$ cat src/hdl/bounded_deque_with_search_defines.svh
// Assertion macros for the bounded deque block.
// Each macro expects clk and rst_n in scope at the point of use.
`ifndef BOUNDED_DEQUE_WITH_SEARCH_DEFINES_SVH
`define BOUNDED_DEQUE_WITH_SEARCH_DEFINES_SVH

`ifndef SYNTHESIS
// Same-cycle implication, disabled while in reset
`define BDQ_ASSERT_IMPL(lbl, ante, cons, msg) \
    lbl: assert property (@(posedge clk) disable iff (!rst_n) (ante) |-> (cons)) \
        else $error(msg);
// Next-cycle implication, disabled while in reset
`define BDQ_ASSERT_NEXT(lbl, ante, cons, msg) \
    lbl: assert property (@(posedge clk) disable iff (!rst_n) (ante) |=> (cons)) \
        else $error(msg);
`else
`define BDQ_ASSERT_IMPL(lbl, ante, cons, msg)
`define BDQ_ASSERT_NEXT(lbl, ante, cons, msg)
`endif

`endif

$ cat src/hdl/bdq_pkg.sv
package bdq_pkg;

    // Command codes
    typedef enum logic [2:0] {
        CMD_PUSH_FRONT = 3'd0,
        CMD_PUSH_BACK  = 3'd1,
        CMD_POP_FRONT  = 3'd2,
        CMD_POP_BACK   = 3'd3,
        CMD_SEARCH     = 3'd4
    } cmd_code_t;

    // Result status codes
    typedef enum logic [1:0] {
        ST_DONE  = 2'd0,
        ST_EMPTY = 2'd1,
        ST_FULL  = 2'd2
    } status_t;

    // Controller states
    typedef enum logic [1:0] {
        S_IDLE,
        S_EXEC,
        S_SCAN,
        S_REPLY
    } bdq_state_t;

    // Commands from controller to datapath
    typedef struct packed {
        logic capture;
        logic apply;
        logic scan_start;
        logic scan_step;
        logic reply;
    } ctrl_cmd_t;

    // Status from datapath to controller
    typedef struct packed {
        logic is_search;
        logic empty;
        logic scan_done;
        logic out_free;
    } dp_stat_t;

endpackage

$ cat src/hdl/bdq_ram.sv
module bdq_ram #(
    parameter int WIDTH = 32,
    parameter int DEPTH = 16
) (
    input  logic                       clk,
    input  logic                       we,
    input  logic [$clog2(DEPTH)-1:0]   waddr,
    input  logic [WIDTH-1:0]           wdata,
    input  logic                       re,
    input  logic [$clog2(DEPTH)-1:0]   raddr,
    output logic [WIDTH-1:0]           rdata
);

    logic [WIDTH-1:0] mem [DEPTH];

    // Write port
    always_ff @(posedge clk)
    begin
        if (we)
        begin
            mem[waddr] <= wdata;
        end
    end

    // Registered read port
    always_ff @(posedge clk)
    begin
        if (re)
        begin
            rdata <= mem[raddr];
        end
    end

endmodule

$ cat src/hdl/bdq_ctrl.sv
module bdq_ctrl (
    input  logic                 clk,
    input  logic                 rst_n,
    input  logic                 item_valid,
    output logic                 item_stall,
    input  bdq_pkg::dp_stat_t    stat,
    output bdq_pkg::ctrl_cmd_t   ctl
);

    import bdq_pkg::*;

    bdq_state_t state_reg;
    bdq_state_t state_next;

    // State register
    always_ff @(posedge clk or negedge rst_n)
    begin
        if (!rst_n)
        begin
            state_reg <= S_IDLE;
        end
        else
        begin
            state_reg <= state_next;
        end
    end

    // Next state and command decode
    always_comb
    begin
        state_next = state_reg;
        ctl        = '0;
        item_stall = 1'b1;
        case (state_reg)
            S_IDLE:
            begin
                item_stall = 1'b0;
                if (item_valid)
                begin
                    ctl.capture = 1'b1;
                    state_next  = S_EXEC;
                end
            end
            S_EXEC:
            begin
                if (stat.is_search && !stat.empty)
                begin
                    ctl.scan_start = 1'b1;
                    state_next     = S_SCAN;
                end
                else
                begin
                    ctl.apply  = 1'b1;
                    state_next = S_REPLY;
                end
            end
            S_SCAN:
            begin
                ctl.scan_step = 1'b1;
                if (stat.scan_done)
                begin
                    state_next = S_REPLY;
                end
            end
            S_REPLY:
            begin
                if (stat.out_free)
                begin
                    ctl.reply  = 1'b1;
                    state_next = S_IDLE;
                end
            end
            default:
            begin
                state_next = S_IDLE;
            end
        endcase
    end

endmodule

$ cat src/hdl/bdq_dp.sv
module bdq_dp #(
    parameter int CAPACITY = 16
) (
    input  logic                 clk,
    input  logic                 rst_n,
    input  bdq_pkg::ctrl_cmd_t   ctl,
    output bdq_pkg::dp_stat_t    stat,
    input  logic [2:0]           cmd,
    input  logic signed [31:0]   item_value,
    output logic [1:0]           status,
    output logic                 found,
    output logic [3:0]           match_position,
    output logic [4:0]           element_count,
    output logic                 result_valid,
    input  logic                 result_stall
);

    import bdq_pkg::*;

    localparam int AW = $clog2(CAPACITY);
    localparam int CW = $clog2(CAPACITY + 1);

    // Captured command word
    logic [2:0]    cmd_reg;
    logic [31:0]   val_reg;

    // List pointers
    logic [AW-1:0] front_reg;
    logic [AW-1:0] front_next;
    logic [CW-1:0] count_reg;
    logic [CW-1:0] count_next;

    // Pending result
    status_t       res_status_reg;
    status_t       res_status_next;
    logic          res_found_reg;
    logic [AW-1:0] res_pos_reg;

    // Scan pipeline
    logic [CW-1:0] rd_off_reg;
    logic          cmp_valid_reg;
    logic [AW-1:0] cmp_off_reg;

    // Output word
    logic [1:0]    status_out_reg;
    logic          found_out_reg;
    logic [3:0]    pos_out_reg;
    logic [4:0]    count_out_reg;
    logic          result_valid_reg;

    logic          full;
    logic          empty;
    logic [AW-1:0] prev_front;
    logic [AW-1:0] next_front;
    logic [AW:0]   back_sum;
    logic [AW-1:0] back_slot;
    logic [AW:0]   scan_sum;
    logic [AW-1:0] scan_slot;
    logic          issue;
    logic          hit;
    logic          last;
    logic          ram_we;
    logic [AW-1:0] ram_waddr;
    logic [31:0]   ram_rdata;
    logic [AW+3:0] pos_wide;
    logic [CW+4:0] count_wide;

    assign full  = (count_reg == CW'(CAPACITY));
    assign empty = (count_reg == '0);

    // Ring arithmetic: step back, step forward, offset from front
    assign prev_front = (front_reg == '0) ? AW'(CAPACITY - 1) : front_reg - AW'(1);
    assign next_front = (front_reg == AW'(CAPACITY - 1)) ? '0 : front_reg + AW'(1);
    assign back_sum   = {1'b0, front_reg} + {1'b0, count_reg[AW-1:0]};
    assign back_slot  = (back_sum >= (AW+1)'(CAPACITY))
                      ? AW'(back_sum - (AW+1)'(CAPACITY)) : back_sum[AW-1:0];
    assign scan_sum   = {1'b0, front_reg} + {1'b0, rd_off_reg[AW-1:0]};
    assign scan_slot  = (scan_sum >= (AW+1)'(CAPACITY))
                      ? AW'(scan_sum - (AW+1)'(CAPACITY)) : scan_sum[AW-1:0];

    // Scan: issue one read per cycle, compare the word that returns
    assign issue = ctl.scan_step && (rd_off_reg < count_reg);
    assign hit   = cmp_valid_reg && (ram_rdata == val_reg);
    assign last  = cmp_valid_reg && ((CW'(cmp_off_reg) + CW'(1)) == count_reg);

    // Status to controller
    assign stat.is_search = (cmd_reg == CMD_SEARCH);
    assign stat.empty     = empty;
    assign stat.scan_done = hit || last;
    assign stat.out_free  = !result_valid_reg || !result_stall;

    // Push, pop and status decode
    always_comb
    begin
        front_next      = front_reg;
        count_next      = count_reg;
        res_status_next = ST_DONE;
        ram_we          = 1'b0;
        ram_waddr       = back_slot;
        case (cmd_reg)
            CMD_PUSH_FRONT:
            begin
                ram_waddr = prev_front;
                if (full)
                begin
                    res_status_next = ST_FULL;
                end
                else
                begin
                    ram_we     = ctl.apply;
                    front_next = prev_front;
                    count_next = count_reg + CW'(1);
                end
            end
            CMD_PUSH_BACK:
            begin
                if (full)
                begin
                    res_status_next = ST_FULL;
                end
                else
                begin
                    ram_we     = ctl.apply;
                    count_next = count_reg + CW'(1);
                end
            end
            CMD_POP_FRONT:
            begin
                if (empty)
                begin
                    res_status_next = ST_EMPTY;
                end
                else
                begin
                    front_next = next_front;
                    count_next = count_reg - CW'(1);
                end
            end
            CMD_POP_BACK:
            begin
                if (empty)
                begin
                    res_status_next = ST_EMPTY;
                end
                else
                begin
                    count_next = count_reg - CW'(1);
                end
            end
            default:
            begin
                res_status_next = ST_DONE;
            end
        endcase
    end

    // Element store
    bdq_ram #(
        .WIDTH (32),
        .DEPTH (CAPACITY)
    ) u_store (
        .clk   (clk),
        .we    (ram_we),
        .waddr (ram_waddr),
        .wdata (val_reg),
        .re    (issue),
        .raddr (scan_slot),
        .rdata (ram_rdata)
    );

    // Capture the incoming word
    always_ff @(posedge clk)
    begin
        if (ctl.capture)
        begin
            cmd_reg <= cmd;
            val_reg <= item_value;
        end
    end

    // List pointers
    always_ff @(posedge clk or negedge rst_n)
    begin
        if (!rst_n)
        begin
            front_reg <= '0;
            count_reg <= '0;
        end
        else if (ctl.apply)
        begin
            front_reg <= front_next;
            count_reg <= count_next;
        end
    end

    // Scan control
    always_ff @(posedge clk or negedge rst_n)
    begin
        if (!rst_n)
        begin
            rd_off_reg    <= '0;
            cmp_valid_reg <= 1'b0;
        end
        else
        begin
            cmp_valid_reg <= issue;
            if (ctl.scan_start)
            begin
                rd_off_reg <= '0;
            end
            else if (issue)
            begin
                rd_off_reg <= rd_off_reg + CW'(1);
            end
        end
    end

    // Track offset of the word in flight, and hold the pending result
    always_ff @(posedge clk)
    begin
        if (issue)
        begin
            cmp_off_reg <= rd_off_reg[AW-1:0];
        end
        if (ctl.apply || ctl.scan_start)
        begin
            res_status_reg <= ctl.apply ? res_status_next : ST_DONE;
            res_found_reg  <= 1'b0;
            res_pos_reg    <= '0;
        end
        else if (ctl.scan_step && hit)
        begin
            res_found_reg <= 1'b1;
            res_pos_reg   <= cmp_off_reg;
        end
    end

    assign pos_wide   = (AW+4)'(res_pos_reg);
    assign count_wide = (CW+5)'(count_reg);

    // Output word
    always_ff @(posedge clk)
    begin
        if (ctl.reply)
        begin
            status_out_reg <= res_status_reg;
            found_out_reg  <= res_found_reg;
            pos_out_reg    <= pos_wide[3:0];
            count_out_reg  <= count_wide[4:0];
        end
    end

    // Output valid: set on load, drop once taken
    always_ff @(posedge clk or negedge rst_n)
    begin
        if (!rst_n)
        begin
            result_valid_reg <= 1'b0;
        end
        else if (ctl.reply)
        begin
            result_valid_reg <= 1'b1;
        end
        else if (!result_stall)
        begin
            result_valid_reg <= 1'b0;
        end
    end

    assign status         = status_out_reg;
    assign found          = found_out_reg;
    assign match_position = pos_out_reg;
    assign element_count  = count_out_reg;
    assign result_valid   = result_valid_reg;

endmodule

$ cat src/hdl/bounded_deque_with_search.sv
// Bounded double-ended queue of signed 32-bit words with a linear search.
// Input channel (item_valid / item_stall) carries cmd and item_value; the
// output channel (result_valid / result_stall) returns status, found,
// match_position and element_count, one result word per input word.
// Commands: push front, push back, pop front, pop back, search; other codes
// are ignored and report the current count. Push on a full store reports
// full, pop on an empty list reports empty, neither changes the list.
// Push, pop, ignored commands and a search of an empty list: the word is
// captured on accept, applied in S_EXEC and loaded into the output register
// in S_REPLY; the next word is accepted once that reply has gone out.
// Search: the store is a RAM with a registered read, read one slot a cycle
// from the front and compared as each word returns; the scan stops at the
// first match (position p from the front) or after all n held elements (n > 0).
// The result sits in an output register, so a stalled receiver does not
// stop the next word from being accepted and executed; only its reply
// waits until the output register frees up.
// Reset empties the list and clears the front pointer; the store contents
// are not cleared and need no clearing pass.
`include "bounded_deque_with_search_defines.svh"

module bounded_deque_with_search #(
    parameter int CAPACITY = 16
) (
    input  logic               clk,
    input  logic               rst_n,
    input  logic               item_valid,
    output logic               item_stall,
    input  logic [2:0]         cmd,
    input  logic signed [31:0] item_value,
    output logic               result_valid,
    input  logic               result_stall,
    output logic [1:0]         status,
    output logic               found,
    output logic [3:0]         match_position,
    output logic [4:0]         element_count
);

    import bdq_pkg::*;

    ctrl_cmd_t ctl;
    dp_stat_t  stat;

    bdq_ctrl u_ctrl (
        .clk        (clk),
        .rst_n      (rst_n),
        .item_valid (item_valid),
        .item_stall (item_stall),
        .stat       (stat),
        .ctl        (ctl)
    );

    bdq_dp #(
        .CAPACITY (CAPACITY)
    ) u_dp (
        .clk            (clk),
        .rst_n          (rst_n),
        .ctl            (ctl),
        .stat           (stat),
        .cmd            (cmd),
        .item_value     (item_value),
        .status         (status),
        .found          (found),
        .match_position (match_position),
        .element_count  (element_count),
        .result_valid   (result_valid),
        .result_stall   (result_stall)
    );

    // Block goes busy right after taking a word
    `BDQ_ASSERT_NEXT(a_busy_after_accept, item_valid && !item_stall, item_stall, "not busy")
    // A reply always shows up on the output
    `BDQ_ASSERT_NEXT(a_reply_valid, ctl.reply, result_valid, "reply not presented")
    // Accept and reply never coincide
    `BDQ_ASSERT_IMPL(a_accept_not_reply, item_valid && !item_stall, !ctl.reply, "accept at reply")

endmodule
$ cat config.mk
export PLATFORM = sky130hd
export DESIGN_NAME = bounded_deque_with_search
export DESIGN_NICKNAME = d
export VERILOG_FILES = /design/src/hdl/bdq_pkg.sv /design/src/hdl/bdq_ram.sv /design/src/hdl/bdq_ctrl.sv /design/src/hdl/bdq_dp.sv /design/src/hdl/bounded_deque_with_search.sv
export VERILOG_INCLUDE_DIRS = /design/src /design/src/hdl
export SDC_FILE = /design/constraint.sdc
export NUM_CORES = 1
export LEC_CHECK = 0
export ABC_AREA = 1
export BUFFER_PORTS_ARGS = -buffer_cell sky130_fd_sc_hd__buf_2
export CAP_MARGIN = 20
export CORE_MARGIN = 3
export CORE_UTILIZATION = 31
export CTS_CLUSTER_DIAMETER = 150
export DETAILED_ROUTE_END_ITERATION = 12
export SLEW_MARGIN = 20
export SYNTH_ARGS = -nofsm -noshare
export SYNTH_HDL_FRONTEND = slang
export SYNTH_SLANG_ARGS = --single-unit
$ cat constraint.sdc
create_clock -name clk -period 4.6 [get_ports clk]
set_input_delay 0.92 -clock clk [delete_from_list [all_inputs] [get_ports clk]]
set_output_delay 0.92 -clock clk [all_outputs]
set_load 0.02 [all_outputs]
==> Yosys cells after proc, flatten, opt, wreduce, memory -nomap -nowiden <==
Memories as Yosys holds them, arrays and structs flattened. A register that Yosys moved wholly into a read port is not among the register bits.
Cells that the tools add are included.
{ "op_classes": {"add_sub_neg": 10, "n_lt_le_gt_ge": 3, "n_eq_ne": 19, "muxes": 36, "n_reduce_logical": 23} }
{ "ops": {"columns": ["cell", "n"], "rows": [
  ["32-bit equality test", 1],
  ["4-bit 2-to-1 mux", 7],
  ["5-bit 2-to-1 mux", 4],
  ["1-bit 2-to-1 mux", 16],
  ["2-bit inequality test (second input constant)", 7],
  ["4-bit by 1-bit subtractor with 4-bit output (second input constant)", 3],
  ["4-bit by 4-bit adder with 5-bit output", 2],
  ["5-bit by 1-bit adder with 5-bit output (second input constant)", 2],
  ["5-bit >= comparator (second input constant)", 2],
  ["2-bit 2-to-1 mux", 5],
  ["5-bit one-hot mux with 2 select lines", 1],
  ["2-bit one-hot mux with 4 select lines", 1],
  ["4-bit one-hot mux with 2 select lines", 1],
  ["4-bit AND reduction", 2],
  ["3-bit by 2-bit equality test with 1-bit output (second input constant)", 2],
  ["2-bit nonzero test", 3],
  ["4-bit by 1-bit adder with 5-bit output (second input constant)", 1],
  ["5-bit equality test", 1],
  ["5-bit equality test (second input constant)", 1],
  ["1-bit logical AND", 5],
  ["5-bit logical NOT", 1],
  ["5-bit less-than comparator", 1],
  ["5-bit by 1-bit subtractor with 5-bit output (second input constant)", 1],
  ["4-bit by 1-bit adder with 4-bit output (second input constant)", 1],
  ["other kinds (14)", 20]
]} }
{ "word_totals": {"register_bits": 76, "ram_bits": 512, "in_bits": 39, "word_cells": 108, "memories": 1} }
{ "mem_list": {"columns": ["memory", "depth", "width", "read_ports", "rd_clocked_by_memory_dff", "wr", "line", "rtl"], "rows": [
  ["u_dp.u_store.mem", 16, 32, 1, 1, 1, "bdq_ram.sv:14", "logic [WIDTH-1:0] mem [DEPTH];"]
]} }

==> Logic depth before layout (Yosys ltp) <==
Gate-level depths: netlist (run 1).
{ "logic_depth": {"word_depth": 9, "ltp_mapped": 13, "mapped_depth_nobuf": 13} }

==> Modules after synthesis <==
From an unflattened synthesis (run 1), not the netlist that was laid out.
{ "unflattened": {"cells_unflattened": 2667, "area_unflattened_um2": 27552.7} }
{ "modules_own_cells": {"columns": ["mod", "instances", "cells_each", "area_each_um2", "seq_area_each_um2"], "rows": [
  ["bdq_ram", 1, 2120, 23064.6, 16335.7],
  ["bdq_dp", 1, 511, 4252.8, 2092.0],
  ["bdq_ctrl", 1, 36, 235.2, 50.0]
]} }

==> Worst setup path before layout (run 1) <==
Ideal clock, no wire load.
{ "synth_timing": {"path_type": "reg2reg", "from": "register u_dp.count_reg[0]", "to": "memory u_dp.u_store.mem[10][0] (enable)", "setup_ns": 0.421, "t_arrival_ns": 2.892, "t_required_ns": 4.179, "slack_ns": 1.287, "stages_incl_launch_ff": 7, "n_path_buf": 0, "synth_period_minus_slack_ns": 3.313, "path_cell_list": "dfrtp_1 ha_1 fa_1 xor2_1 o21ai_0 nand2_1 nor2_1"} }
{ "synth_between": {"elab_chain_len": 9} }
{ "synth_lines": {"columns": ["item", "line", "rtl"], "rows": [
  ["from (decl)", "bdq_dp.sv:30", "logic [CW-1:0] count_reg;"],
  ["from (signal assigned)", "bdq_dp.sv:192", "count_reg <= count_next;"],
  ["parallel branches: the longest is 9 deep, another holds 4-bit by 4-bit adder with 5-bit output", null, null],
  ["to (decl)", "bdq_ram.sv:14", null]
]} }
Parallel ways; which one is timed is not known.

==> Worst setup path in the final report (run 1) <==
{ "layout_timing": {"from": "register u_dp.count_reg[0]", "to": "memory u_dp.u_store.mem[14][31] (enable)"} }
Same word-level chain as after synthesis.

==> flow_summary_export.csv, run 1 <==
group,metric,value,unit
run_status,status,"complete, no violations",
logic_synthesis,synth_ff_type,"edfxtp_1",
sta,max_freq,304,MHz
logic_synthesis,ys_seq_area_share,72.0,%
placed_design,pre_cts_slack,1300,ps
pwr,clkPwrFrac,23.3,%
placed_design,gp_congestion,0.813,
grt,grt_pass1_wl,89900,microns
sta,rsz0062_at_grt,"no",
die,die_x,294,microns
sta,final.setup_skew,37.2,ps
clock_tree,cts_repair_resize_count,0,
grt,grt_overflow,0,
layout,drive_above_1_share,11.1,%
detailed_routing,vias_per_cell,4.80,
logic_synthesis,synth_top_area_share,69.9,%
pwr,sequentialPowerShare,33.2,%
setup_path,r2r_cells,10,
pwr,p_leak,10.7,nW
die,initial_core_util,31.6,%
detailed_routing,wl_per_cell,19.1,microns
clock_tree,htreeDepth,3,
clock_tree,cts_hold_buf,0,
sta,setup_slack,1310,ps
sta,worst_slew_pin_slew,1100,ps
detailed_routing,drc,0,
logic_synthesis,synth_warnings,0,
sta,setup_viol,0,
setup_path,criticalPathCategory,"reg -> reg",
clock_tree,cts_max_path_buffers,3,
detailed_routing,antenna_left,0,
logic_synthesis,synthesis.nets,1951,
setup_path,end_kind,"flop",
layout,final_area,29600,sq um
clock_tree,numCtsBuffers,69,
sta,period_needed,3290,ps
setup_path,path_depth,10,
grt,grt_pass1_vias,14796,
pwr,internal-power,13.8,mW
logic_synthesis,ys_top_cells_by_area,"edfxtp_1 (70%), mux2i_1 (5.0%), o211ai_1 (3.8%)",
die,die_y,294,microns
logic_synthesis,yosys.area.top_type,"edfxtp_1",
grt,grt_max_degree,85,
setup_path,crit_buf_inv,3,
setup_path,cp_max_fo,18,
clock_tree,cts_tree,"done",
clock_tree,path_clk_slew,60,ps
logic_synthesis,syn_area_per_cell,13.6,sq um
logic_synthesis,synth_cell_types,33,
logic_synthesis,yosysMostFrequentCell,"edfxtp_1",
die,coreArea,81200,sq um
layout,diodes,0,
sta,slew-limit-headroom,26.7,%
logic_synthesis,syn_area,25700,sq um
worst_hold_path,min_path_type,"in -> async",
clock_tree,clock-sinks,620,
clock_tree,cts_setup_buffers,0,
die,std_cell_rows,104,
pwr,switchingPower,9.34,mW
sta,finalCritPeriodShare,71.5,%
setup_path,cp-start-kind,"flop",
setup_path,path_cells,"inv_1 -> nand4_1 -> nor2_1 -> inv_1 -> nand3_1 -> nand2_1 -> nor2_2 -> nand3_1 -> nor2_4 -> buf_4",
clock_tree,clk_latency,610,ps
flow_run,drv_cap,0,
pwr,vdd_drop_max,1000,uV
pwr,pwr-share-comb,43.5,%
logic_synthesis,ys_seq_elements,620,
setup_path,worst_path_largest_cell_delay,770,ps
placed_design,dpl_cell_area,27300,sq um
sta,drv_slew,0,
grt,antenna_found_initial,0,
detailed_routing,wirelength,58800,microns
setup_path,cp.arrival,3600,ps
die,ioPinCount,53,
detailed_routing,drt-initial-drc-count,1304,
layout,nNetsFinal,2026,
clock_tree,cts_root_buf,"clkbuf_16",
sta,hold_viol_final,0,
detailed_routing,first_pass_iters,5,
placed_design,numPortBuffers,52,
logic_synthesis,async_flop_share,2.90,%
die,dieArea,86200,sq um
sta,fin_hold_ws,283,ps
logic_synthesis,netlist_instances,1885,
logic_synthesis,yosys-top-cells-count,"edfxtp_1 (597), inv_1 (231), nand2_1 (171)",
setup_path,slowest_stage,"nor2_4",
grt,grtUsageTotal,13.6,%
sta,fin_tns_setup,0,ps
setup_path,critPathTopFamily,"simple AND/OR/NAND/NOR gates",
pwr,powerDensity,782,nW/um^2
setup_path,required,4910,ps
placed_design,dp_hpwl,32600,microns
pwr,switching_share,40.4,%
layout,syn2layout_area_growth,15.3,%
detailed_routing,num_vias,14744,
logic_synthesis,synth_edf_count,597,
layout,largest_register_ffs,512,
-- cell type report --
type	instances	area, sq um
Clock buffer	86	1850
Clock inverter	38	382
Fill cell	7729	51600
Inverter	232	873
Multi-Input combinational cell	942	5930
Sequential cell	620	18500
Tap cell	1060	1330
Timing Repair Buffer	95	746
-- stage by stage --
step	instances	power [mW]	util (%)
2_1_floorplan	1885	15.1	-
4_1_cts	3073	23.4	36.4
6_report	3073	23.1	36.4
5_1_grt	3073	24.7	36.4
3_3_place_gp	2949	17.8	33.7
3_5_place_dp	2949	17.9	33.7
-- kinds of logic after synthesis --
group | count (synthesis) | synth area share [%]
DFF | 620 | 72.0
muxes | 128 | 4.99
and+or+nand+nor | 309 | 4.93
adders and majority gates | 27 | 1.40
buffers and inverters | 323 | 5.50
xor gates and xnor gates | 25 | 1.00
AOI/OAI and AO/OA | 453 | 10.1
-- power by group through the flow --
stage | registers, mW | clock network (mW) | logic, mW
floorplan | 7.65 | 0 | 7.48
global placement | 7.78 | 0 | 10.0
detailed placement | 7.80 | 0 | 10.1
CTS | 7.69 | 5.51 | 10.2
global route | 7.76 | 5.75 | 11.2
finish | 7.69 | 5.38 | 10.1
-- metal layers --
metal	share of wire, %	up-vias	GRT usage (%)
li1	-	6994	-
met1	45	7211	18.6
met2	47	448	22.3
met3	5.9	91	2.36
met4	2.0	0	3.69
met5	0	-	0
-- path summary, 6_finish.rpt --
check | from | to | slack (ps)
max | u_dp.count_reg[0] | u_dp.u_store.mem[14][31] | 1310
min | rst_n | u_dp.front_reg[1] | 280
max reg2reg | u_dp.count_reg[0] | u_dp.u_store.mem[14][31] | 1310
min reg2reg | u_dp.res_status_reg[0] | u_dp.status[0] | 420
max in group asynchronous | rst_n | u_dp.cmp_valid_reg | 3980
min in group clk | u_dp.res_status_reg[0] | u_dp.status[0] | 420
-- placed cells by master (no fill, tap or decap), types with 9 or more instances in the layout --
| master | Yosys | routed |
|---|---|---|
| clkinv_2 | 0 | 11 |
| edfxtp_1 | 597 | 597 |
| o211ai_1 | 131 | 131 |
| ha_1 | 24 | 23 |
| buf_2 | 23 | 52 |
| a21oi_1 | 136 | 135 |
| xor2_1 | 14 | 13 |
| nand3_1 | 55 | 55 |
| nand2_1 | 171 | 171 |
| nor2_4 | 0 | 16 |
| nor2_1 | 68 | 52 |
| buf_12 | 0 | 13 |
| dfrtp_1 | 18 | 18 |
| inv_1 | 231 | 228 |
| clkbuf_16 | 0 | 71 |
| o21ai_1 | 35 | 35 |
| xnor2_1 | 9 | 9 |
| clkinv_1 | 0 | 13 |
| buf_4 | 4 | 30 |
| mux2i_1 | 128 | 128 |
| o21ai_0 | 148 | 148 |
| clkbuf_1 | 45 | 13 |
No activity file was read; power rests on OpenSTA's default activity.
==> inputs of run 2 (changes only) <==
==> constraint.sdc (replaced) <==
create_clock -name clk -period 3.43 [get_ports clk]
set_input_delay 0.686 -clock clk [delete_from_list [all_inputs] [get_ports clk]]
set_output_delay 0.686 -clock clk [all_outputs]
set_load 0.02 [all_outputs]
==> run 2 against run 1 <==
Non-clock buffer count rose by 19; critical path depth fell by 3; power rose by 36%; worst setup slack got worse by 900 ps; critical endpoint is now u_dp.u_store.mem[0][7].
==> flow_summary_export.csv, run 2 (synthesized netlist as in run 1, its figures left out) <==
group,metric,value,unit
setup_path,crit_buf_inv,1,
detailed_routing,wirelength,58400,microns
die,std_cell_rows,104,
die,initial_core_util,31.6,%
sta,rsz0062_at_grt,"no",
layout,nNetsFinal,2044,
detailed_routing,drc,0,
sta,final.setup_skew,25.3,ps
clock_tree,clock-sinks,620,
pwr,vdd_drop_max,1330,uV
pwr,p_leak,10.8,nW
clock_tree,cts_setup_buffers,0,
setup_path,path_depth,7,
layout,largest_register_ffs,512,
clock_tree,cts_root_buf,"clkbuf_16",
grt,grtUsageTotal,13.6,%
layout,diodes,0,
setup_path,cp.arrival,3310,ps
detailed_routing,drt-initial-drc-count,1110,
sta,worst_slew_pin_slew,733,ps
placed_design,numPortBuffers,52,
detailed_routing,first_pass_iters,7,
sta,period_needed,3020,ps
die,coreArea,81200,sq um
sta,slew-limit-headroom,50.8,%
grt,gr-usage-met1,18.6,%
setup_path,end_kind,"flop",
sta,max_freq,331,MHz
flow_run,drv_cap,0,
grt,grt_pass1_vias,14992,
pwr,powerDensity,1050,nW/um^2
sta,setup_viol,0,
layout,drive_above_1_share,11.9,%
layout,final_cell_mix,"edfxtp_1 (597), inv_1 (228), nand2_1 (171)",
setup_path,cp_max_fo,24,
setup_path,critPathTopFamily,"simple AND/OR/NAND/NOR gates",
grt,grt-busiest-layer,"met2",
detailed_routing,wl_per_cell,18.9,microns
setup_path,worst_path_largest_cell_delay,450,ps
setup_path,cp-start-kind,"flop",
clock_tree,path_clk_slew,60,ps
grt,grt_overflow,0,
placed_design,gp_congestion,0.788,
grt,grt_util_met2,21.8,%
sta,fin_tns_setup,0,ps
setup_path,path_cells,"ha_1 -> fa_1 -> xor2_1 -> o21ai_0 -> nand2_1 -> nor2_4 -> buf_12",
detailed_routing,antenna_left,0,
setup_path,required,3720,ps
run_status,status,"complete, no violations",
pwr,finalPower,31.5,mW
layout,final_common_cell,"edfxtp_1",
grt,grt_max_degree,105,
clock_tree,cts_tree,"done",
clock_tree,cts_hold_buf,0,
setup_path,criticalPathCategory,"reg -> reg",
setup_path,r2r_cells,7,
clock_tree,htreeDepth,3,
die,ioPinCount,53,
die,die_y,294,microns
sta,setup_slack,413,ps
setup_path,slowest_stage,"dfrtp_1",
sta,hold_viol_final,0,
detailed_routing,vias_per_cell,4.83,
clock_tree,cts_max_path_buffers,3,
detailed_routing,num_vias,14934,
grt,antenna_found_initial,1,
grt,grt_pass1_wl,90100,microns
die,die_x,294,microns
die,dieArea,86200,sq um
worst_hold_path,min_path_type,"in -> async",
placed_design,dp_hpwl,33000,microns
sta,drv_slew,0,
grt,met3_usage,2.23,%
placed_design,pre_cts_slack,422,ps
layout,syn2layout_area_growth,16.4,%
clock_tree,cts_repair_resize_count,0,
sta,finalCritPeriodShare,88.0,%
clock_tree,numCtsBuffers,68,
clock_tree,clk_latency,600,ps
run 2: changes by cell type in the layout (fill, tap and decap cells not counted), sizes merged:
cell | previous run | this run
buf | 95 | 114
clkbuf | 86 | 89
clkinvlp | 1 | 4
clkinv | 28 | 23
inv | 236 | 233
run 2: power breakdown:
group / internal [mW] / switching, mW
registers: 9.64 / 0.533
logic: 4.94 / 9.22
clock network: 4.24 / 2.89
total: 18.8 / 12.6
run 2: worst paths after layout:
check                                    endpoint                from  slack [ps]
max in group asynchronous       u_dp.count_reg[4]               rst_n        3010
min in group clk                 u_dp.val_reg[24]      item_value[24]         260
setup reg to reg           u_dp.u_store.mem[0][7]   u_dp.front_reg[0]         410
hold / removal                 u_dp.cmp_valid_reg               rst_n          70
hold reg to reg                        u_dp.found  u_dp.res_found_reg         430
setup / recovery           u_dp.u_store.mem[0][7]   u_dp.front_reg[0]         410
run 2: per-stage QoR:
step	util [%]	hold WS (ps)	std cells	area [sq um]
floorplan	-	390	1885	25700
global placement	34.1	413	2968	27700
detailed placement	34.1	419	2968	27700
CTS	36.8	39.3	3090	29900
global route	36.8	64.0	3090	29900
finish	36.8	68.3	3090	29900
run 2: worst reg2reg max path: stages, from the launching register on:
cell and delay (ps):
dfrtp_1 450, ha_1 240, fa_1 380, xor2_1 150, o21ai_0 440, nand2_1 370
nor2_4 420, buf_12 260
run 2: routing by layer:
metal  vias up  wire length [microns]
met4         2                   1680
met5         -                     13
li1       7022                      -
met1      7409                  26500
met3       107                   2930
met2       394                  27300
run 2: cell type report:
cell class | count | area [sq um]
Clock buffer | 89 | 1870
Clock inverter | 33 | 329
Fill cell | 7617 | 51300
Inverter | 232 | 873
Multi-Input combinational cell | 942 | 5920
Sequential cell | 620 | 18500
Tap cell | 1060 | 1330
Timing Repair Buffer | 114 | 1050
